`config.mk`:
```
export PLATFORM = sky130hd
export DESIGN_NAME = sth_out_fifo_flat
export DESIGN_NICKNAME = d
export VERILOG_FILES = /design/src/rtl/sth_pkg.sv /design/src/rtl/sth_trace_if.sv /design/src/rtl/sth_out_fifo.sv /design/src/flat_wrapper.sv
export SDC_FILE = /design/constraint.sdc
export NUM_CORES = 1
export LEC_CHECK = 0
export ABC_AREA = 1
export ABC_CLOCK_PERIOD_IN_PS = 4800
export BUFFER_PORTS_ARGS = -buffer_cell sky130_fd_sc_hd__buf_4
export CAP_MARGIN = 10
export CORE_ASPECT_RATIO = 0.7
export CORE_MARGIN = 5
export CORE_UTILIZATION = 50
export DETAILED_ROUTE_END_ITERATION = 10
export PLACE_DENSITY_LB_ADDON = 0.2
export SYNTH_ARGS = -nofsm -noshare
export SYNTH_HDL_FRONTEND = slang
export SYNTH_SLANG_ARGS = --single-unit
```
`constraint.sdc`:
```
create_clock -name clk -period 4.8 [get_ports clk]
set_input_delay 0.48 -clock clk [delete_from_list [all_inputs] [get_ports clk]]
set_output_delay 0.48 -clock clk [all_outputs]
set_load 0.02 [all_outputs]
```
`src/rtl/sth_pkg.sv`:
```
// ----------------------------------------------------------------------------
// sth_pkg
// shared types and constants of the spectrum trace hold/average block
// ----------------------------------------------------------------------------
`default_nettype none

package sth_pkg;

	// fraction bits added to a sample inside the trace store
	localparam int FRAC_EXTRA = 8;

	// averaging weight, unsigned Q1.16
	localparam int ALPHA_W    = 17;
	localparam int ALPHA_FRAC = 16;
	localparam logic [ALPHA_W-1:0] ALPHA_ONE   = 17'd65536;
	localparam logic [ALPHA_W-1:0] ALPHA_RESET = 17'd6554;
	localparam int ALPHA_HALF = 32768;

	// configuration port
	localparam int CFG_IDX_W  = 2;
	localparam int CFG_DATA_W = 17;

	typedef enum logic [CFG_IDX_W-1:0] {
		REG_TRACE_MODE   = 2'd0,
		REG_FRAME_LENGTH = 2'd1,
		REG_AVG_ALPHA    = 2'd2
	} cfg_reg_t;

	typedef enum logic [1:0] {
		MODE_LIVE     = 2'd0,
		MODE_MAX_HOLD = 2'd1,
		MODE_AVERAGE  = 2'd2
	} trace_mode_t;

	// result buffer
	localparam int OUT_PTR_W = 3;
	localparam int OUT_DEPTH = 1 << OUT_PTR_W;

	// per-bin update selection, decided when the word is taken
	typedef struct packed {
		logic use_x;     // load the sample
		logic take_max;  // keep the larger of sample and store
		logic last;      // last bin of the frame
	} item_op_t;

endpackage

`default_nettype wire

```
`src/rtl/sth_trace_if.sv`:
```
// ----------------------------------------------------------------------------
// sth_trace_if
// stream of trace results, valid/ready
// ----------------------------------------------------------------------------
`default_nettype none

interface sth_trace_if #(
	parameter int SAMPLE_BITS = 16,
	parameter int MAX_BINS    = 1024
);
	localparam int IW = $clog2(MAX_BINS);

	logic                          valid;
	logic                          ready;
	logic signed [SAMPLE_BITS-1:0] trace_value;
	logic [IW-1:0]                 bin_index;
	logic                          frame_last;

	modport source (output valid, output trace_value, output bin_index, output frame_last,
		input ready);
	modport sink   (input valid, input trace_value, input bin_index, input frame_last,
		output ready);
endinterface

`default_nettype wire

```
`src/rtl/sth_out_fifo.sv`:
```
// ----------------------------------------------------------------------------
// sth_out_fifo
// result buffer with space reserved for every word inside the pipeline
// ----------------------------------------------------------------------------
`default_nettype none

module sth_out_fifo #(
	parameter int MAX_BINS    = 1024,
	parameter int SAMPLE_BITS = 16
) (
	input  wire logic                              clk,
	input  wire logic                              arst_n,
	input  wire logic                              reserve,
	input  wire logic                              push,
	input  wire logic signed [SAMPLE_BITS-1:0]     push_value,
	input  wire logic [$clog2(MAX_BINS)-1:0]       push_index,
	input  wire logic                              push_last,
	output logic                                   has_room,
	sth_trace_if.source                            trace
);
	import sth_pkg::*;

	localparam int IW = $clog2(MAX_BINS);
	localparam int CW = OUT_PTR_W + 1;

	logic signed [SAMPLE_BITS-1:0] value_q [OUT_DEPTH];
	logic [IW-1:0]                 index_q [OUT_DEPTH];
	logic                          last_q  [OUT_DEPTH];

	logic [OUT_PTR_W-1:0] wr_ptr_q;
	logic [OUT_PTR_W-1:0] rd_ptr_q;
	logic [CW-1:0]        occ_q;
	logic [CW-1:0]        rsv_q;
	logic                 pop;

	assign trace.valid       = occ_q != '0;
	assign trace.trace_value = value_q[rd_ptr_q];
	assign trace.bin_index   = index_q[rd_ptr_q];
	assign trace.frame_last  = last_q[rd_ptr_q];

	assign pop      = trace.valid && trace.ready;
	// words in flight plus words waiting never exceed the buffer
	assign has_room = rsv_q < CW'(OUT_DEPTH);

	always_ff @(posedge clk or negedge arst_n) begin
		if (!arst_n) begin
			wr_ptr_q <= '0;
			rd_ptr_q <= '0;
			occ_q    <= '0;
			rsv_q    <= '0;
		end else begin
			if (push) begin
				wr_ptr_q <= wr_ptr_q + OUT_PTR_W'(1);
			end
			if (pop) begin
				rd_ptr_q <= rd_ptr_q + OUT_PTR_W'(1);
			end
			occ_q <= occ_q + CW'(push) - CW'(pop);
			rsv_q <= rsv_q + CW'(reserve) - CW'(pop);
		end
	end

	always_ff @(posedge clk) begin
		if (push) begin
			value_q[wr_ptr_q] <= push_value;
			index_q[wr_ptr_q] <= push_index;
			last_q[wr_ptr_q]  <= push_last;
		end
	end
endmodule

`default_nettype wire

```
`src/flat_wrapper.sv`:
```
// flat-port wrapper written by rule: the top's interface ports become plain ports
module sth_out_fifo_flat import sth_pkg::*;
#(
	parameter int MAX_BINS    = 1024,
	parameter int SAMPLE_BITS = 16
)
  (clk, arst_n, reserve, push, push_value, push_index, push_last, has_room, trace_valid, trace_trace_value, trace_bin_index, trace_frame_last, trace_ready);
  sth_trace_if #(.SAMPLE_BITS(SAMPLE_BITS), .MAX_BINS(MAX_BINS)) trace_i ();
  input  wire logic clk;
  input  wire logic arst_n;
  input  wire logic reserve;
  input  wire logic push;
  input  wire logic signed [SAMPLE_BITS-1:0] push_value;
  input  wire logic [$clog2(MAX_BINS)-1:0] push_index;
  input  wire logic push_last;
  output logic has_room;
  output wire logic [$bits(trace_i.valid)-1:0] trace_valid;
  output wire logic [$bits(trace_i.trace_value)-1:0] trace_trace_value;
  output wire logic [$bits(trace_i.bin_index)-1:0] trace_bin_index;
  output wire logic [$bits(trace_i.frame_last)-1:0] trace_frame_last;
  input wire logic [$bits(trace_i.ready)-1:0] trace_ready;
  assign trace_valid = trace_i.valid;
  assign trace_trace_value = trace_i.trace_value;
  assign trace_bin_index = trace_i.bin_index;
  assign trace_frame_last = trace_i.frame_last;
  assign trace_i.ready = trace_ready;
  sth_out_fifo #(.MAX_BINS(MAX_BINS), .SAMPLE_BITS(SAMPLE_BITS)) u_core (.clk(clk), .arst_n(arst_n), .reserve(reserve), .push(push), .push_value(push_value), .push_index(push_index), .push_last(push_last), .has_room(has_room), .trace(trace_i));
endmodule
```
==> out/qor.yml <==
layout:
  multi_input_area_um2: 2300
  diodes: 0
  regArea_um2: 6840
  stdcell_count: 1357
  drive_gt1_share_pct: 9.84
  area_growth_pct: 13.3
  fin_area_um2: 11500
  fillerInstances: 1708
  layout.nets: 1113
global_route:
  antenna_found_initial: 0
  grt_overflow: 0
  grt_pass1_vias: 6088
  grt_max_degree: 80
  grt_pass1_wl_um: 32900
  grt_use_total_pct: 17.7
sta:
  finalSetupViolations: 0
  finalCritPeriodShare_pct: 70.2
  fin_hold_ws_ps: 202
  slew_violations: 0
  finalCriticalPeriod_ps: 3370
  max_freq_ghz: 0.297
  worst_pin_slew_ps: 1140
  rsz0062_at_grt: "false"
  slew_headroom_pct: 23.6
  fin_tns_setup_ps: 0
  finClkSkew_ps: 6.32
  finalHoldViolations: 0
run_status:
  status: "finished, final reports clean"
synth:
  synth-main-ff-cell: "edfxtp_1"
  synth_common_cells: "368 x nand2_1, 231 x inv_1, 216 x edfxtp_1, 113 x nand3_1, 26 x buf_2"
  synthArstFlopShare_pct: 6.09
  syn_area_um2: 10200
  ys_seq_elements: 230
  synth_cell_types: 22
  yosys-top-cells-area: "edfxtp_1 64%, nand2_1 14%, inv_1 8.5%"
  yosysWarningCount: 0
  synthCells: 1018
  synth_top_cell_area_share_pct: 63.8
  synth.avg_cell_area_um2: 9.99
  yosysMostFrequentCell: "nand2_1"
  synth_edf_count: 216
  synth_top_cell_by_area: "edfxtp_1"
  synth.yosys.seq_area_share_pct: 67.3
  syn_nets: 1061
setup_path:
  worstSetupPathType: "reg -> out"
  crit_required_ps: 4320
  critPathCaptureType: "output pin"
  crit_path_max_incr_delay_ps: 660
  crit_chain: "inv_4 > buf_4 > nand2_1 > nand3_1 > nand2_1 > nand2_1 > nand2_1 > buf_4"
  worstReg2RegEnd: "u_core.rd_ptr_q[2]$_DFFE_PN0P_"
  cpMostUsedCell: "nand2_1"
  reg2reg_depth: 4
  cp.arrival_ps: 2890
  cpMaxStageDelayCell: "inv_4"
  cp_max_fo: 79
  start_kind: "flip-flop"
  reg2reg_slack_ps: 2700
  rr_startpoint: "u_core.rd_ptr_q[0]$_DFFE_PN0P_"
drt:
  vias: 6435
  post_drt_via_cell_ratio: 4.74
  drt_first_pass_iters: 5
  ant_nets: 0
  drc: 0
  drt_iter0_markers: 433
  wirelength_um: 20200
  wl_per_cell_um: 14.9
worst_hold_path:
  hold_end: "u_core.rsv_q[0]$_DFF_PN0_"
  hold-path-cell-count: 2
  min_from: "reserve"
  hold_class: "in -> reg"
clock_network:
  cts.clk_slew.worst_paths_ps: 60
  cts_buffers: 23
  cts_root_buf: "clkbuf_16"
  cts_setup_buffers: 0
  htreeDepth: 1
  tritoncts: "done"
  clk_latency_ps: 510
  cts_buffer_depth: 3
  clock_sinks: 230
floorplanning:
  die_w_um: 180
  rows: 43
  io_pins: 61
  start_util_pct: 51.1
  dieArea_um2: 23300
  fp.dieH_um: 129
  design.core.area_um2: 19900
place:
  place_area_um2: 10800
  routabilityCongestion: 0.719
  dp_cells: 1314
  dp_hpwl_um: 10900
  port_buffers: 60
power:
  power_density_nw_per_um2: 582
  ir_drop_v: 0.000446
  p_leak_nw: 5.35
  power_w: 0.00670
flow_run:
  max_cap_viol_count: 0
[cell type report]
type / count / area share, %
well taps: 270 / 2.93
repair buffers: 66 / 4.32
multi-input cells: 515 / 20.0
clock inverters: 15 / 0.608
clock buffers: 27 / 5.13
inverters: 234 / 7.65
flip-flops and latches: 230 / 59.4
[routing by layer]
layer | up-vias | share of wire, % | wire length, um | track usage (%)
met4 | 0 | 1.7 | 352 | 3.91
met2 | 151 | 45 | 9120 | 27.9
met1 | 2986 | 48 | 9700 | 26.4
met3 | 28 | 5.3 | 1070 | 2.97
li1 | 3270 | - | - | -
met5 | - | 0 | 0 | 0
[where the power goes]
group          switching (W)  internal (W)
sequential          0.000108       0.00246
clock               0.000718      0.000877
combinational        0.00170      0.000828
[stage by stage]
stage / util (%) / setup WS [ps]
after global placement: 54.5 / 1990
final: 57.9 / 1430
after detailed placement: 54.5 / 1950
after CTS: 57.9 / 1410
after floorplan: - / 2410
after global routing: 57.9 / 1230
[flip-flops by register name (all words and copies together), names as in the netlist]
| signal | cells |
|---|---|
| u_core.value_q | 128 |
| u_core.index_q | 80 |
| u_core.last_q | 8 |
| u_core.occ_q | 4 |
| u_core.rsv_q | 4 |
| u_core.rd_ptr_q | 3 |
| u_core.wr_ptr_q | 3 |
[cell usage in the layout (no fill, tap or decap)]
master	netlist	routed
nand2_1	368	368
inv_1	231	231
edfxtp_1	216	216
nand3_1	113	113
buf_4	2	65
clkbuf_16	0	23
dfrtp_1	14	12
clkinv_1	1	10
ha_1	9	9
nor2_4	0	8
xor2_1	5	5
clkinv_2	0	4
clkbuf_1	6	4
o21ai_0	3	3
xnor2_1	3	3
a21oi_1	2	2
fa_1	2	2
nand3b_1	1	1
inv_4	1	1
inv_2	1	1
or2_2	1	1
inv_6	0	1
clkinvlp_4	0	1
dlygate4sd3_1	0	1
dfrtp_4	0	1
dfrtp_2	0	1
[timing repair]
action / in CTS / in global routing
hold buffers: 1 / 0
hold endpoints to repair: 14 / 0
resized for setup: 0 / 0
[worst max-delay path: cells and delay by family (launching register included)]
family	cells	cell delay [ps]
and+or+nand+nor	5	400
buffers and inverters	3	1290
DFF	1	630
[logic make-up (layout without fill, tap and decap cells)]
| family | after synthesis | count (layout) | share of synthesized area [%] |
|---|---|---|---|
| and+or+nand+nor | 491 | 491 | 19.6 |
| buffers and inverters | 273 | 342 | 10.7 |
| DFF | 230 | 230 | 67.3 |
| adders and majority gates | 11 | 11 | 1.50 |
| xor gates and xnor gates | 8 | 8 | 0.689 |
| AOI/OAI and AO/OA | 5 | 5 | 0.246 |
[how the worst max path moves through the flow]
stage	from	endpoint	slack, ps	depth (start not counted)
5_1_grt	u_core.rd_ptr_q[0]$_DFFE_PN0P_	trace_trace_value[2]	1230	8
3_3_place_gp	u_core.rd_ptr_q[0]$_DFFE_PN0P_	trace_bin_index[0]	1990	8
3_5_place_dp	u_core.rd_ptr_q[0]$_DFFE_PN0P_	trace_trace_value[2]	1950	8
2_1_floorplan	push	u_core.index_q[0][0]$_DFFE_PP_	2410	3
6_report	u_core.rd_ptr_q[0]$_DFFE_PN0P_	trace_trace_value[2]	1430	8
4_1_cts	u_core.rd_ptr_q[0]$_DFFE_PN0P_	trace_trace_value[2]	1410	8
Note: power is estimated with default switching activity, not from simulation.
