$ cat src/rtl/sth_pkg.sv
// ----------------------------------------------------------------------------
// sth_pkg
// shared types and constants of the spectrum trace hold/average block
// ----------------------------------------------------------------------------
`default_nettype none

package sth_pkg;

	// fraction bits added to a sample inside the trace store
	localparam int FRAC_EXTRA = 8;

	// averaging weight, unsigned Q1.16
	localparam int ALPHA_W    = 17;
	localparam int ALPHA_FRAC = 16;
	localparam logic [ALPHA_W-1:0] ALPHA_ONE   = 17'd65536;
	localparam logic [ALPHA_W-1:0] ALPHA_RESET = 17'd6554;
	localparam int ALPHA_HALF = 32768;

	// configuration port
	localparam int CFG_IDX_W  = 2;
	localparam int CFG_DATA_W = 17;

	typedef enum logic [CFG_IDX_W-1:0] {
		REG_TRACE_MODE   = 2'd0,
		REG_FRAME_LENGTH = 2'd1,
		REG_AVG_ALPHA    = 2'd2
	} cfg_reg_t;

	typedef enum logic [1:0] {
		MODE_LIVE     = 2'd0,
		MODE_MAX_HOLD = 2'd1,
		MODE_AVERAGE  = 2'd2
	} trace_mode_t;

	// result buffer
	localparam int OUT_PTR_W = 3;
	localparam int OUT_DEPTH = 1 << OUT_PTR_W;

	// per-bin update selection, decided when the word is taken
	typedef struct packed {
		logic use_x;     // load the sample
		logic take_max;  // keep the larger of sample and store
		logic last;      // last bin of the frame
	} item_op_t;

endpackage

`default_nettype wire

$ cat src/rtl/sth_update.sv
// ----------------------------------------------------------------------------
// sth_update
// read-modify-write pipeline around the trace store: difference, weight
// multiply, update and write back, rounding to the output format
// ----------------------------------------------------------------------------
`default_nettype none

module sth_update #(
	parameter int MAX_BINS    = 1024,
	parameter int SAMPLE_BITS = 16
) (
	input  wire logic                                          clk,
	input  wire logic                                          arst_n,
	input  wire logic                                          accept,
	input  wire logic [$clog2(MAX_BINS)-1:0]                   cand_idx,
	input  wire sth_pkg::item_op_t                             op,
	input  wire logic signed [SAMPLE_BITS-1:0]                 bin_power,
	input  wire logic [sth_pkg::ALPHA_W-1:0]                   alpha,
	input  wire logic [SAMPLE_BITS+sth_pkg::FRAC_EXTRA-1:0]    rd_data,
	output logic                                               idx_busy,
	output logic                                               wr_en,
	output logic [$clog2(MAX_BINS)-1:0]                        wr_addr,
	output logic [SAMPLE_BITS+sth_pkg::FRAC_EXTRA-1:0]         wr_data,
	output logic                                               push,
	output logic signed [SAMPLE_BITS-1:0]                      push_value,
	output logic [$clog2(MAX_BINS)-1:0]                        push_index,
	output logic                                               push_last
);
	import sth_pkg::*;

	localparam int IW = $clog2(MAX_BINS);
	localparam int SW = SAMPLE_BITS + FRAC_EXTRA;
	localparam int DW = SW + 1;
	localparam int PW = DW + ALPHA_W + 1;
	localparam int RW = SW + 1;

	// stage 1: store data arrives
	logic                          v_s1;
	item_op_t                      op_s1;
	logic [IW-1:0]                 idx_s1;
	logic signed [SAMPLE_BITS-1:0] x_s1;
	logic                          byp_hit_s1;
	logic signed [SW-1:0]          byp_data_s1;

	// stage 2: weight multiply
	logic                 v_s2;
	item_op_t             op_s2;
	logic [IW-1:0]        idx_s2;
	logic signed [SW-1:0] x_s2;
	logic signed [SW-1:0] s_s2;
	logic signed [DW-1:0] diff_s2;

	// stage 3: update and write back
	logic                 v_s3;
	item_op_t             op_s3;
	logic [IW-1:0]        idx_s3;
	logic signed [SW-1:0] x_s3;
	logic signed [SW-1:0] s_s3;
	logic signed [PW-1:0] prod_s3;

	// stage 4: round to output format
	logic                 v_s4;
	logic                 last_s4;
	logic [IW-1:0]        idx_s4;
	logic signed [SW-1:0] new_s4;

	logic signed [SW-1:0] x_wide;
	logic signed [SW-1:0] s_old;
	logic signed [DW-1:0] diff_c;
	logic signed [PW-1:0] prod_c;
	logic signed [PW-1:0] step_c;
	logic signed [SW-1:0] avg_c;
	logic signed [SW-1:0] new_c;
	logic signed [RW-1:0] rnd_c;
	logic signed [SAMPLE_BITS:0] rnd_top;

	// stage 1
	assign x_wide = {x_s1, {FRAC_EXTRA{1'b0}}};
	assign s_old  = byp_hit_s1 ? byp_data_s1 : $signed(rd_data);
	assign diff_c = DW'(x_wide) - DW'(s_old);

	// stage 2
	assign prod_c = PW'($signed({1'b0, alpha})) * PW'(diff_s2);

	// stage 3
	assign step_c = (prod_s3 + PW'(ALPHA_HALF)) >>> ALPHA_FRAC;
	assign avg_c  = s_s3 + step_c[SW-1:0];

	always_comb begin
		priority if (op_s3.use_x) begin
			new_c = x_s3;
		end else if (op_s3.take_max) begin
			new_c = (x_s3 > s_s3) ? x_s3 : s_s3;
		end else begin
			new_c = avg_c;
		end
	end

	assign wr_en   = v_s3;
	assign wr_addr = idx_s3;
	assign wr_data = new_c;

	// entries still in stages 1 and 2 have not been written back yet
	assign idx_busy = (v_s1 && (idx_s1 == cand_idx)) || (v_s2 && (idx_s2 == cand_idx));

	// stage 4: nearest, ties up, then saturate
	assign rnd_c   = (RW'(new_s4) + RW'(1 << (FRAC_EXTRA - 1))) >>> FRAC_EXTRA;
	assign rnd_top = rnd_c[SAMPLE_BITS:0];

	always_comb begin
		if (rnd_top[SAMPLE_BITS] != rnd_top[SAMPLE_BITS-1]) begin
			push_value = rnd_top[SAMPLE_BITS]
				? {1'b1, {(SAMPLE_BITS-1){1'b0}}}
				: {1'b0, {(SAMPLE_BITS-1){1'b1}}};
		end else begin
			push_value = rnd_top[SAMPLE_BITS-1:0];
		end
	end

	assign push       = v_s4;
	assign push_index = idx_s4;
	assign push_last  = last_s4;

	always_ff @(posedge clk or negedge arst_n) begin
		if (!arst_n) begin
			v_s1       <= 1'b0;
			v_s2       <= 1'b0;
			v_s3       <= 1'b0;
			v_s4       <= 1'b0;
			byp_hit_s1 <= 1'b0;
		end else begin
			v_s1       <= accept;
			v_s2       <= v_s1;
			v_s3       <= v_s2;
			v_s4       <= v_s3;
			// read and write of the same entry at one edge: take the new value
			byp_hit_s1 <= accept && v_s3 && (cand_idx == idx_s3);
		end
	end

	always_ff @(posedge clk) begin
		op_s1       <= op;
		idx_s1      <= cand_idx;
		x_s1        <= bin_power;
		byp_data_s1 <= new_c;

		op_s2   <= op_s1;
		idx_s2  <= idx_s1;
		x_s2    <= x_wide;
		s_s2    <= s_old;
		diff_s2 <= diff_c;

		op_s3   <= op_s2;
		idx_s3  <= idx_s2;
		x_s3    <= x_s2;
		s_s3    <= s_s2;
		prod_s3 <= prod_c;

		last_s4 <= op_s3.last;
		idx_s4  <= idx_s3;
		new_s4  <= new_c;
	end
endmodule

`default_nettype wire

$ cat config.mk
export PLATFORM = sky130hd
export DESIGN_NAME = sth_update
export DESIGN_NICKNAME = d
export VERILOG_FILES = /design/src/rtl/sth_pkg.sv /design/src/rtl/sth_update.sv
export SDC_FILE = /design/constraint.sdc
export NUM_CORES = 1
export LEC_CHECK = 0
export BUFFER_PORTS_ARGS = -buffer_cell sky130_fd_sc_hd__buf_2
export CORE_MARGIN = 5
export CORE_UTILIZATION = 50
export DETAILED_ROUTE_END_ITERATION = 10
export GPL_ROUTABILITY_DRIVEN = 0
export HOLD_SLACK_MARGIN = 0.1
export MAX_ROUTING_LAYER = met4
export PLACE_DENSITY = 0.76
export SLEW_MARGIN = 0
export SYNTH_ARGS = -nofsm -noshare
export SYNTH_HDL_FRONTEND = slang
export SYNTH_SLANG_ARGS = --single-unit
$ cat constraint.sdc
create_clock -name clk -period 15.3 [get_ports clk]
set_input_delay 3.825 -clock clk [delete_from_list [all_inputs] [get_ports clk]]
set_output_delay 3.825 -clock clk [all_outputs]
set_load 0.05 [all_outputs]
==> impl_metrics.json <==
{
  "grtUsageTotal_pct": 23.48,
  "min_path_cells": 0,
  "startpoint_type": "input pin",
  "multi_input_area_sq_um": 16260,
  "hp-start": "op_s2[0]",
  "finalSetupViolations": 0,
  "r2r_end": "prod_s3[39]",
  "clkSlewWorstSetupHoldPaths_ps": 70,
  "die_x_um": 225.1,
  "status": "complete, no violations",
  "clockRootBuffer": "clkbuf_16",
  "clk_path_buf_depth": 3,
  "synth_seq_cells": 224,
  "grt_overflow": 0,
  "first_iter_violations": 1062,
  "io_pins": 137,
  "cp_max_fo": 24,
  "fmax_mhz": 104.7,
  "fillers": 3916,
  "slew-limit-headroom_pct": 18.02,
  "crit_required_ps": 15680,
  "worst-r2r-setup-slack_ps": 8580,
  "cts_tree": "done",
  "cp-end-kind": "register",
  "ctsHtreeMaxLevel": 1,
  "hold_class": "register to register",
  "ant_nets": 0,
  "synth_cell_types": 78,
  "numCtsBuffers": 21,
  "worstSkewPairLatency_ps": 500,
  "core-area_sq_um": 45580,
  "drive_above_1_share_pct": 7.570,
  "r2r_start": "diff_s2[14]",
  "syn_inst": 2478,
  "area_growth_pct": 8.149,
  "nNetsFinal": 3181,
  "wl_per_cell_um": 17.75,
  "layout_commonest_cell": "inv_1",
  "synth_ff_type": "dfxtp_1",
  "regArea_sq_um": 4509,
  "io_buffer_count": 136,
  "routed_via_density": 5.346,
  "netlist_area_sq_um": 23120,
  "synth_edf_count": 0,
  "grt_max_degree": 33,
  "hpwl_um": 45060,
  "holdPathEnd": "op_s3[0]",
  "hold_buffers": 0,
  "cts.sinks": 224,
  "worstPathArrival_ps": 9930,
  "crit_chain": "buf_2 -> nand2_1 -> inv_1 -> fa_1 -> fa_1 -> inv_1 -> fa_1 -> inv_1 -> fa_1 -> inv_1 -> fa_1 -> inv_1 -> ha_1 -> nand3_1 -> nor2_1 -> and3_1 -> a221o_1 -> a32o_2 -> o41a_4 -> mux2i_1 -> nand4_1",
  "start_util_pct": 50.74,
  "rr_worst_depth": 19,
  "cts_setup_buffers": 0,
  "final-hold-violation-count": 0,
  "fp.dieH_um": 225.1,
  "timing_worst_setup_path_type": "input pin to register",
  "most-common-layout-cells": "545 x inv_1, 395 x fa_1, 275 x nand2_1, 219 x dfxtp_1, 202 x and2_1",
  "ys_seq_area_share_pct": 19.50,
  "critPathMaxStageDelay_ps": 860,
  "vias": 16980,
  "cp_slowest_cell": "fa_1",
  "cts-resized-gates": 0,
  "grt_pass1_wl_um": 93780,
  "dr.pass1.iters": 6,
  "grt_pass1_vias": 18810,
  "die_area_sq_um": 50650,
  "syn-num-nets": 3098,
  "synth-async-reset-ratio_pct": 2.232,
  "worst_pin_slew_ps": 1230,
  "wirelength_um": 56400,
  "post-route-period-util_pct": 62.44,
  "ys.warnings.count": 0,
  "fin_util_pct": 54.87,
  "setup_tns_ps": 0,
  "cap_violations": 0,
  "finClkSkew_ps": 12.66,
  "hold_ws_ps": 319.1,
  "avgSynthCellArea_sq_um": 9.332,
  "row_count": 78,
  "rsz0062_at_grt": "false",
  "antenna_found_initial": 1,
  "final_max_slew_viol_count": 0,
  "drc": 0,
  "finalCriticalPeriod_ps": 9554
}
state kept, by name, summed over array words and instances, names as in the netlist, 3 cells and up:
name and flops:
diff_s2 25, prod_s3 25, new_s4 24, s_s3 24, s_s2 23, x_s1 16
x_s2 16, x_s3 16, idx_s1 10, idx_s2 10, push_index 10, wr_addr 10
op_s1 3, op_s2 3, op_s3 3
cell families after synthesis:
family,synth area share [%]
AND/OR/NAND/NOR,14.91
buffers and inverters,10.18
adder cells (fa/ha/maj),42.42
flip-flops,19.50
AO/OA/AOI/OAI,6.569
XOR/XNOR,5.227
multiplexers,1.196
per-stage QoR:
| stage | cells | worst slack [ps] | area [sq um] |
|---|---|---|---|
| after global placement | 3138 | 5330 | 24280 |
| final | 3177 | 5746 | 25010 |
| after detailed placement | 3138 | 5275 | 24280 |
| after floorplan | 2478 | 5669 | 23120 |
| after global routing | 3177 | 5465 | 25010 |
| after CTS | 3176 | 5786 | 25010 |
worst max-delay path by stage:
| stage | cells after the start | from | to | slack [ps] |
|---|---|---|---|---|
| floorplan | 23 | alpha[11] | prod_s3[39] | 5670 |
| global placement | 22 | alpha[9] | prod_s3[39] | 5330 |
| detailed placement | 21 | alpha[0] | prod_s3[39] | 5280 |
| CTS | 21 | alpha[0] | prod_s3[39] | 5790 |
| global route | 22 | alpha[9] | prod_s3[39] | 5460 |
| finish | 21 | alpha[0] | prod_s3[39] | 5750 |
worst max-delay path, delay by kind of cell:
family | cells | cell delay [ps]
adder cells (fa/ha/maj) | 6 | 3270
AND/OR/NAND/NOR | 5 | 730
AO/OA/AOI/OAI | 3 | 990
multiplexers | 1 | 150
buffers and inverters | 6 | 940
cells in the mapped netlist, types with 7 or more instances:
cell      instances  share of area (%)
inv_1           545                8.8
fa_1            395                 34
nand2_1         275                4.5
dfxtp_1         219                 19
and2_1          202                5.5
ha_1            152                8.2
xnor2_1          97                3.7
clkbuf_1         78                1.3
nor2_1           73                1.2
a21oi_1          64                1.4
xor2_1           41                1.6
nand3_1          38               0.82
o21ai_0          32               0.69
a21o_1           22               0.71
mux2i_1          22               0.95
nor3_1           20               0.43
and3_1           18               0.49
a22oi_1          14               0.45
nand4_1          14               0.38
a31oi_1          13               0.35
nor4_1           12               0.32
nor2b_1          10               0.27
nand2b_1          8               0.22
a211oi_1          7               0.23
layout make-up:
class	instances	share of cell area, %
timing repair buffer	140	2.842
antenna	1	0.01001
inverter	545	8.180
tap	600	3.002
multi-input combinational	1629	65.02
clock buffer	31	2.451
sequential	224	18.03
clock inverter	7	0.4653
metal layers:
layer | vias up | track usage (%) | part of all wire (%)
met2 | 529 | 42.12 | 53
met5 | - | - | 0
met1 | 8584 | 27.67 | 38
met4 | 0 | 7.857 | 3.8
li1 | 7725 | - | -
met3 | 146 | 2.410 | 4.9
Power is not shown: default switching activity piles up to over one toggle a cycle in this logic, so the estimate is an artifact.
