### src/rtl/sth_pkg.sv
// ----------------------------------------------------------------------------
// sth_pkg
// shared types and constants of the spectrum trace hold/average block
// ----------------------------------------------------------------------------
`default_nettype none

package sth_pkg;

	// fraction bits added to a sample inside the trace store
	localparam int FRAC_EXTRA = 8;

	// averaging weight, unsigned Q1.16
	localparam int ALPHA_W    = 17;
	localparam int ALPHA_FRAC = 16;
	localparam logic [ALPHA_W-1:0] ALPHA_ONE   = 17'd65536;
	localparam logic [ALPHA_W-1:0] ALPHA_RESET = 17'd6554;
	localparam int ALPHA_HALF = 32768;

	// configuration port
	localparam int CFG_IDX_W  = 2;
	localparam int CFG_DATA_W = 17;

	typedef enum logic [CFG_IDX_W-1:0] {
		REG_TRACE_MODE   = 2'd0,
		REG_FRAME_LENGTH = 2'd1,
		REG_AVG_ALPHA    = 2'd2
	} cfg_reg_t;

	typedef enum logic [1:0] {
		MODE_LIVE     = 2'd0,
		MODE_MAX_HOLD = 2'd1,
		MODE_AVERAGE  = 2'd2
	} trace_mode_t;

	// result buffer
	localparam int OUT_PTR_W = 3;
	localparam int OUT_DEPTH = 1 << OUT_PTR_W;

	// per-bin update selection, decided when the word is taken
	typedef struct packed {
		logic use_x;     // load the sample
		logic take_max;  // keep the larger of sample and store
		logic last;      // last bin of the frame
	} item_op_t;

endpackage

`default_nettype wire

### src/rtl/sth_ctrl.sv
// ----------------------------------------------------------------------------
// sth_ctrl
// configuration registers, bin counter, priming flag and input handshake
// ----------------------------------------------------------------------------
`default_nettype none

module sth_ctrl #(
	parameter int MAX_BINS = 1024
) (
	input  wire logic                                clk,
	input  wire logic                                arst_n,
	input  wire logic                                cfg_write_en,
	input  wire logic [sth_pkg::CFG_IDX_W-1:0]       cfg_index,
	input  wire logic [sth_pkg::CFG_DATA_W-1:0]      cfg_data,
	input  wire logic                                in_valid,
	input  wire logic                                has_room,
	input  wire logic                                idx_busy,
	output logic                                     in_ready,
	output logic                                     accept,
	output logic [$clog2(MAX_BINS)-1:0]              cand_idx,
	output sth_pkg::item_op_t                        op,
	output logic [sth_pkg::ALPHA_W-1:0]              alpha
);
	import sth_pkg::*;

	localparam int IW = $clog2(MAX_BINS);
	localparam int LW = $clog2(MAX_BINS + 1);

	logic [IW-1:0]      cnt_q;
	logic               primed_q;
	logic [1:0]         mode_q;
	logic [LW-1:0]      len_q;
	logic [ALPHA_W-1:0] alpha_q;

	logic [LW-1:0]      len_eff;
	logic [ALPHA_W-1:0] alpha_wr;

	always_comb begin
		priority if (len_q == '0) begin
			len_eff = LW'(1);
		end else if (len_q > LW'(MAX_BINS)) begin
			len_eff = LW'(MAX_BINS);
		end else begin
			len_eff = len_q;
		end
	end

	assign cand_idx = (LW'(cnt_q) >= len_eff) ? '0 : cnt_q;

	always_comb begin
		op.use_x    = 1'b1;
		op.take_max = 1'b0;
		op.last     = (LW'(cand_idx) + LW'(1)) >= len_eff;
		if (primed_q) begin
			unique case (mode_q)
				MODE_MAX_HOLD: begin
					op.use_x    = 1'b0;
					op.take_max = 1'b1;
				end
				MODE_AVERAGE: begin
					op.use_x = 1'b0;
				end
				default: begin
					op.use_x = 1'b1;
				end
			endcase
		end
	end

	// a bin whose entry is still in the first two update stages waits
	assign in_ready = has_room && !idx_busy;
	assign accept   = in_valid && in_ready;
	assign alpha    = alpha_q;

	assign alpha_wr = (cfg_data[ALPHA_W-1:0] > ALPHA_ONE) ? ALPHA_ONE : cfg_data[ALPHA_W-1:0];

	always_ff @(posedge clk or negedge arst_n) begin
		if (!arst_n) begin
			cnt_q    <= '0;
			primed_q <= 1'b0;
			mode_q   <= MODE_LIVE;
			len_q    <= LW'(MAX_BINS);
			alpha_q  <= ALPHA_RESET;
		end else if (cfg_write_en) begin
			unique case (cfg_index)
				REG_TRACE_MODE: begin
					mode_q <= cfg_data[1:0];
				end
				REG_FRAME_LENGTH: begin
					len_q    <= cfg_data[LW-1:0];
					cnt_q    <= '0;
					primed_q <= 1'b0;
				end
				REG_AVG_ALPHA: begin
					alpha_q <= alpha_wr;
				end
				default: begin
				end
			endcase
		end else if (accept) begin
			if (op.last) begin
				cnt_q    <= '0;
				primed_q <= 1'b1;
			end else begin
				cnt_q <= cand_idx + IW'(1);
			end
		end
	end
endmodule

`default_nettype wire

### config.mk
export PLATFORM = sky130hd
export DESIGN_NAME = sth_ctrl
export DESIGN_NICKNAME = d
export VERILOG_FILES = /design/src/rtl/sth_pkg.sv /design/src/rtl/sth_ctrl.sv
export SDC_FILE = /design/constraint.sdc
export NUM_CORES = 1
export LEC_CHECK = 0
export BUFFER_PORTS_ARGS = -buffer_cell sky130_fd_sc_hd__buf_4
export CAP_MARGIN = 20
export CORE_ASPECT_RATIO = 0.6
export CORE_MARGIN = 10
export CORE_UTILIZATION = 50
export DETAILED_ROUTE_END_ITERATION = 8
export PLACE_DENSITY = 0.75
export SLEW_MARGIN = 20
export SYNTH_ARGS = -nofsm -noshare
export SYNTH_HDL_FRONTEND = slang
export SYNTH_SLANG_ARGS = --single-unit
### constraint.sdc
create_clock -name clk -period 5 [get_ports clk]
set_input_delay 0.25 -clock clk [delete_from_list [all_inputs] [get_ports clk]]
set_output_delay 0.25 -clock clk [all_outputs]
set_load 0.02 [all_outputs]
==> results of run 1 <==
through the flow:
step / std cells / util, % / instance area, um2
CTS: 380 / 65.7 / 3050
floorplan: 256 / - / 2440
global placement: 371 / 63.2 / 2930
global route: 380 / 66.0 / 3060
finish: 380 / 66.0 / 3060
detailed placement: 371 / 63.2 / 2930
synth_stat cells (4+ instances only):
cell type	number
nand2_1	56
dfrtp_1	33
ha_1	23
a22o_1	18
a21oi_1	12
nor2_1	12
o21ai_0	9
and2_1	8
dfstp_2	8
a21o_1	7
nor4_1	7
a211oi_1	6
inv_1	6
clkbuf_1	4
nand2b_1	4
nand4_1	4
registers in the layout, indices dropped and copies added, names as in the netlist:
register	flops
mode_q	2
len_q	11
cnt_q	10
primed_q	1
alpha	17
power breakdown:
part	switching, mW	internal [mW]
registers	0.0280	0.377
logic	0.161	0.118
clock network	0.116	0.148
per-layer routing:
metal  vias up  GRT usage, %  routed length, um
met2        83          24.6               2860
met5         -             0                  0
li1       1047             -                  -
met1      1049          24.1               3160
met4         0          3.55                 82
met3         7          5.09                608
worst max-delay path: stages (launching register included):
cell	delay, ns
dfrtp_1	0.41
nor4_1	0.37
a31oi_1	0.18
nor2_1	0.19
ha_1	0.26
nor2b_1	0.11
o21ai_1	0.10
a21oi_1	0.21
o22a_1	0.18
and2_1	0.17
ha_2	0.24
nand2_1	0.13
nor3_2	0.27
nand2b_1	0.16
a21oi_1	0.09
ha_1	0.31
o21ai_0	0.10
a21oi_1	0.16
nor2_1	0.10
nor2_2	0.22
buf_4	0.19
repair_timing:
action	4_1_cts	5_1_grt
hold buffers	1	0
endpoints found under the setup margin	0	11
resized for setup	0	4
hold endpoints to repair	33	0
how the worst max path moves through the flow:
| stage | end | cells past startpoint | slack (ns) |
|---|---|---|---|
| floorplan | cnt_q[2]$_DFFE_PN0P_ | 22 | 0.61 |
| global placement | cnt_q[2]$_DFFE_PN0P_ | 21 | 0.40 |
| detailed placement | cnt_q[3]$_DFFE_PN0P_ | 21 | 0.37 |
| CTS | op[0] | 20 | 0.11 |
| global route | op[0] | 20 | -0.03 |
| finish | op[0] | 20 | 0.31 |
cell type report:
type | count | area, um2
Fill cell | 379 | 1570
Inverter | 6 | 22.5
Sequential cell | 41 | 1040
Multi-Input combinational cell | 203 | 1370
Clock inverter | 2 | 35.0
Clock buffer | 6 | 72.6
Tap cell | 63 | 78.8
Timing Repair Buffer | 59 | 445
logic make-up (layout without fill, tap and decap cells):
kind of cell,count (synthesis),in the layout
flip-flops,41,41
AND/OR/NAND/NOR,111,111
multiplexers,2,2
adder cells (fa/ha/maj),23,23
XOR/XNOR,2,2
AO/OA/AOI/OAI,65,65
buffers and inverters,12,73
==> out/qor.yml, run 1 <==
synth_compound_area_share_pct: 19.5
die_area_mm2: 0.00818
antenna_found_initial: 0
insertion_delay_ns: 0.29
cts_tree: "done"
crit_path_start_kind: "register"
whs_endpoint: "len_q[9]$_DFFE_PN0P_"
grt_pass1_vias: 2131
core-area_mm2: 0.00464
crit_path_end_kind: "primary output"
r2r-end: "cnt_q[2]$_DFFE_PN0P_"
maxCapViolCount: 0
grt_usage_pct: 16.9
r2r_start: "len_q[6]$_DFFE_PN0P_"
yosysWarnings: 0
netlist_area_mm2: 0.00244
fmax_mhz: 213
period_share_pct: 93.8
grt_pass1_wl_um: 10900
diodes: 0
setup_tns_ns: 0
finClkSkew_ns: 0.00224
ff2ff_path_depth: 21
wl_per_cell_um: 17.7
dp_slack_ns: 0.368
synth_top_family_by_area: "simple AND/OR/NAND/NOR gates"
synthSimpleGateAreaFrac_pct: 22.5
synth-seq-cells: 41
cts_made_buffers: 5
ir_drop_uv: 192
slew_headroom_pct: 53.7
drc: 0
min_path_cells: 3
place.gp.congestion: 0.891
muxShareOfSynthArea_pct: 0.922
required_ns: 4.75
critPathLaunch: "len_q[6]$_DFFE_PN0P_"
synth_edf_count: 0
clk_pin_slew_worst_paths_ns: 0.08
grt_max_degree: 42
clock_path_buffers: 2
synth_adder_area_share_pct: 11.8
areaGrowthSynthToFinish_pct: 25.3
finalPower_mw: 0.948
firstDrtPassIters: 4
syn_inst: 256
status: "complete, no violations"
holdCritStartpoint: "cfg_data[9]"
final_nets: 364
final_common_cell: "buf_4"
initial_utilization_pct: 52.7
drt-initial-drc-count: 219
final_cell_mix: "buf_4, nand2_1, dfrtp_1"
synth_nets: 304
fin_crit_ns: 4.69
leakage_nw: 1.52
tightestPinTransition_ns: 0.695
synth_top_area_cell: "dfrtp_1"
vias: 2186
synth_top_cell_area_share_pct: 33.8
rows: 19
clock_sinks: 41
cts_htree_levels: 2
synth-xor-area-share_pct: 0.717
async_reset_ff_share_pct: 100
arrival_ns: 4.44
die_h_um: 74.2
worstPathMaxFanout: 5
drive_gt1_share_pct: 29.7
powerDensity_mw_per_mm2: 310
hold_viol_final: 0
worstSetupPathType: "register to primary output"
drtAntennaViolNets: 0
die_w_um: 110
hold_class: "input port to register"
root_buffer: "clkbuf_8"
ys.flop_type: "dfrtp_1"
rrSetupSlack_ns: 0.41
whs_ns: 0.168
syn_avg_cell_area_um2: 9.55
setup_viol: 0
seq_area_frac_synth_pct: 42.4
synth_cell_types: 46
route.final.wire_length_um: 6710
vias_per_cell: 5.75
synth_area_leaders: "dfrtp_1, ha_1, dfstp_2"
overflow: 0
postCtsSetupBuffers: 0
io_buffers: 56
postLayoutSetupSlackWorst_ns: 0.311
io_pins: 57
dpl.hpwl_um: 5230
drv_slew: 0
Note: power is estimated with default switching activity, not from simulation.
==> run 2: changes to the inputs <==
--- a/config.mk
+++ b/config.mk
@@ -10,8 +10,10 @@
 export CORE_ASPECT_RATIO = 0.6
 export CORE_MARGIN = 10
 export CORE_UTILIZATION = 50
+export CTS_CLUSTER_SIZE = 20
 export DETAILED_ROUTE_END_ITERATION = 8
 export PLACE_DENSITY = 0.75
+export REMOVE_ABC_BUFFERS = 1
 export SLEW_MARGIN = 20
 export SYNTH_ARGS = -nofsm -noshare
 export SYNTH_HDL_FRONTEND = slang
==> run 2 against run 1 <==
  * Via count down 1.5%
  * Clock-buffer cell count unchanged
  * Non-clock buffer count up 1
  * Utilization up 0.35 points
  * Sequential share of layout area down 0.18 points
  * Clock power up 5%
  * Global-route usage down 0.11 points
  * Worst setup slack better by 0.069 ns
  * Total power up 1.7%
  * Hold slack worse by 0.016 ns
  * First-iteration DRC count down 25%
==> out/qor.yml, run 2 (synthesis gave the netlist of run 1 again) <==
ff_latch_area_mm2: 0.00104  # unchanged
root_buffer: "clkbuf_8"  # unchanged
final_nets: 365  # was 364
drv_slew: 0  # unchanged
clock_path_buffers: 2  # unchanged
dpl.hpwl_um: 5200  # was 5230 um
rows: 19  # unchanged
overflow: 0  # unchanged
top_usage_layer: "met1"  # was met2
grt_pass1_vias: 2069  # was 2,131
multiInputGateArea_mm2: 0.00138  # was 0.00137 mm2
diodes: 0  # unchanged
hold_class: "input port to register"  # unchanged
clkPwrFrac_pct: 28.8  # was 27.9%
final_core_util_pct: 66.4  # was 66.0%
cts_made_buffers: 5  # unchanged
switching_share_pct: 33.0  # was 32.1%
cp_slowest_cell: "dfrtp_1"  # unchanged
core-area_mm2: 0.00464  # unchanged
wl_per_cell_um: 17.3  # was 17.7 um
crit_path_end_kind: "primary output"  # unchanged
grt_max_degree: 42  # unchanged
p_int_mw: 0.646  # was 0.643 mW
clock_sinks: 41  # unchanged
fmax_mhz: 216  # was 213 MHz
powerDensity_mw_per_mm2: 313  # was 310 mW/mm2
grt_pass1_wl_um: 10700  # was 10,900 um
crit_path_start_kind: "register"  # unchanged
firstDrtPassIters: 5  # was 4
finClkSkew_ns: 0.00217  # was 0.00224 ns
die_w_um: 110  # unchanged
rsz0062_at_grt: "no"
areaGrowthSynthToFinish_pct: 26.0  # was 25.3%
place.gp.congestion: 0.924  # was 0.891
use_met3_pct: 5.35  # was 5.09%
io_buffers: 56  # unchanged
route.final.wire_length_um: 6610  # was 6710 um
cp_slowest_stage_delay_ns: 0.43  # was 0.41 ns
postCtsSetupBuffers: 0  # unchanged
combPwrFrac_pct: 29.1  # was 29.4%
drtAntennaViolNets: 0  # unchanged
leakage_nw: 1.52  # about the same
worstSetupPathType: "register to primary output"  # unchanged
hold_viol_final: 0  # unchanged
drc: 0  # unchanged
setup_tns_ns: 0  # unchanged
vias: 2154  # was 2,186
ir_drop_uv: 233  # was 192 uV
drive_gt1_share_pct: 29.9  # was 29.7%
arrival_ns: 4.37  # was 4.44 ns
fin_crit_ns: 4.62  # was 4.69 ns
clk_pin_slew_worst_paths_ns: 0.08  # about the same
cts_tree: "done"  # unchanged
insertion_delay_ns: 0.30  # was 0.29 ns
die_area_mm2: 0.00818  # unchanged
drt-initial-drc-count: 164  # was 219
path_cells: "nor4_2, a31oi_1, nor2_1, ha_1, nor2b_1, o21ai_1, a21oi_1, o22ai_2, nor2_2, ha_2, nand2_1, or3_1, a21oi_1, ha_1, o21ai_0, o211ai_1, a21oi_2, nor2_4, buf_4"  # was nor4_1, a31oi_1, nor2_1, ha_1, nor2b_1, o21ai_1, a21oi_1, o22a_1, and2_1, ha_2, nand2_1, nor3_2, nand2b_1, a21oi_1, ha_1, o21ai_0, a21oi_1, nor2_1, nor2_2, buf_4
cts_htree_levels: 2  # unchanged
switching_power_mw: 0.318  # was 0.305 mW
use_met2_pct: 22.3  # was 24.6%
fill_cells: 392  # was 379
setup_viol: 0  # unchanged
status: "complete, no violations"  # unchanged
final_common_cell: "buf_4"  # unchanged
largest_register_ffs: 17  # unchanged
required_ns: 4.75  # about the same
tightestPinTransition_ns: 0.748  # was 0.695 ns
initial_utilization_pct: 52.7  # unchanged
grt_usage_pct: 16.8  # was 16.9%
maxCapViolCount: 0  # unchanged
vias_per_cell: 5.65  # was 5.75
antenna_found_initial: 0  # unchanged
worstPathMaxFanout: 5  # unchanged
slew_headroom_pct: 50.1  # was 53.7%
seqPwrFrac_pct: 42.2  # was 42.7%
io_pins: 57  # unchanged
whs_ns: 0.152  # was 0.168 ns
use_met1_pct: 25.3  # was 24.1%
period_share_pct: 92.4  # was 93.8%
die_h_um: 74.2  # unchanged
final_cell_mix: "buf_4, nand2_1, dfrtp_1"  # unchanged
-- run 2: changes by cell type in the layout (fill, tap and decap cells not counted) --
cell | before | now
nor2_4 | 0 | 1
o21ai_1 | 1 | 2
o21ai_0 | 9 | 8
clkinv_4 | 0 | 1
nor2_2 | 3 | 2
clkinv_2 | 1 | 0
buf_4 | 58 | 59
-- run 2: path summary, 6_finish.rpt --
| path | cells after the start | slack [ns] | to | from |
|---|---|---|---|---|
| setup / recovery | 19 | 0.38 | op[0] | len_q[6]$_DFFE_PN0P_ |
| hold / removal | 3 | 0.15 | len_q[2]$_DFFE_PN0P_ | cfg_data[2] |
| setup reg to reg | 21 | 0.47 | cnt_q[2]$_DFFE_PN0P_ | len_q[6]$_DFFE_PN0P_ |
| hold reg to reg | 2 | 0.49 | alpha[11]$_DFFE_PN1P_ | alpha[11]$_DFFE_PN1P_ |
| max in group asynchronous | 2 | 4.17 | alpha[4]$_DFFE_PN1P_ | arst_n |
| min in group asynchronous | 2 | 0.45 | alpha[0]$_DFFE_PN0P_ | arst_n |
-- run 2: area by class of cell --
| cell class | count | share of cell area [%] |
|---|---|---|
| Clock inverter | 2 | 1.26 |
| Multi-Input combinational cell | 203 | 44.7 |
| Inverter | 6 | 0.732 |
| Timing Repair Buffer | 60 | 14.7 |
| Tap cell | 63 | 2.56 |
| Clock buffer | 6 | 2.36 |
| Sequential cell | 41 | 33.7 |
-- run 2: worst max-delay path, delay by kind of cell, from the launching register on --
family	cells	cell delay (ns)
AOI/OAI and AO/OA	8	1.28
adders and majority gates	3	0.82
buffers and inverters	1	0.17
DFF	1	0.43
and+or+nand+nor	7	1.37
-- run 2: power groups by stage --
stage,combinational [mW],clock [mW],sequential (mW)
after floorplan,0.143,0,0.427
after global placement,0.271,0,0.411
after detailed placement,0.274,0,0.411
after CTS,0.276,0.278,0.405
after global routing,0.311,0.293,0.413
final,0.280,0.277,0.407
-- run 2: routing by layer --
| layer | vias to the layer above | share of wire (%) |
|---|---|---|
| li1 | 1045 | - |
| met4 | 0 | 0.83 |
| met3 | 6 | 11 |
| met2 | 73 | 40 |
| met1 | 1030 | 48 |
| met5 | - | 0 |
-- run 2: per-stage QoR --
stage / setup WS (ns) / total power, mW / instances / cell area (um2)
after floorplan: 0.711 / 0.570 / 250 / 2410
final: 0.381 / 0.964 / 381 / 3080
after detailed placement: 0.444 / 0.685 / 372 / 2940
after global routing: 0.0231 / 1.02 / 381 / 3080
after global placement: 0.430 / 0.682 / 372 / 2940
after CTS: 0.182 / 0.959 / 381 / 3060
-- run 2: what timing repair did --
action                                  in CTS  in global routing
resized for setup                            0                  6
endpoints found under the setup margin       0                 10
endpoints found under the hold margin       33                  0
hold buffers                                 1                  0
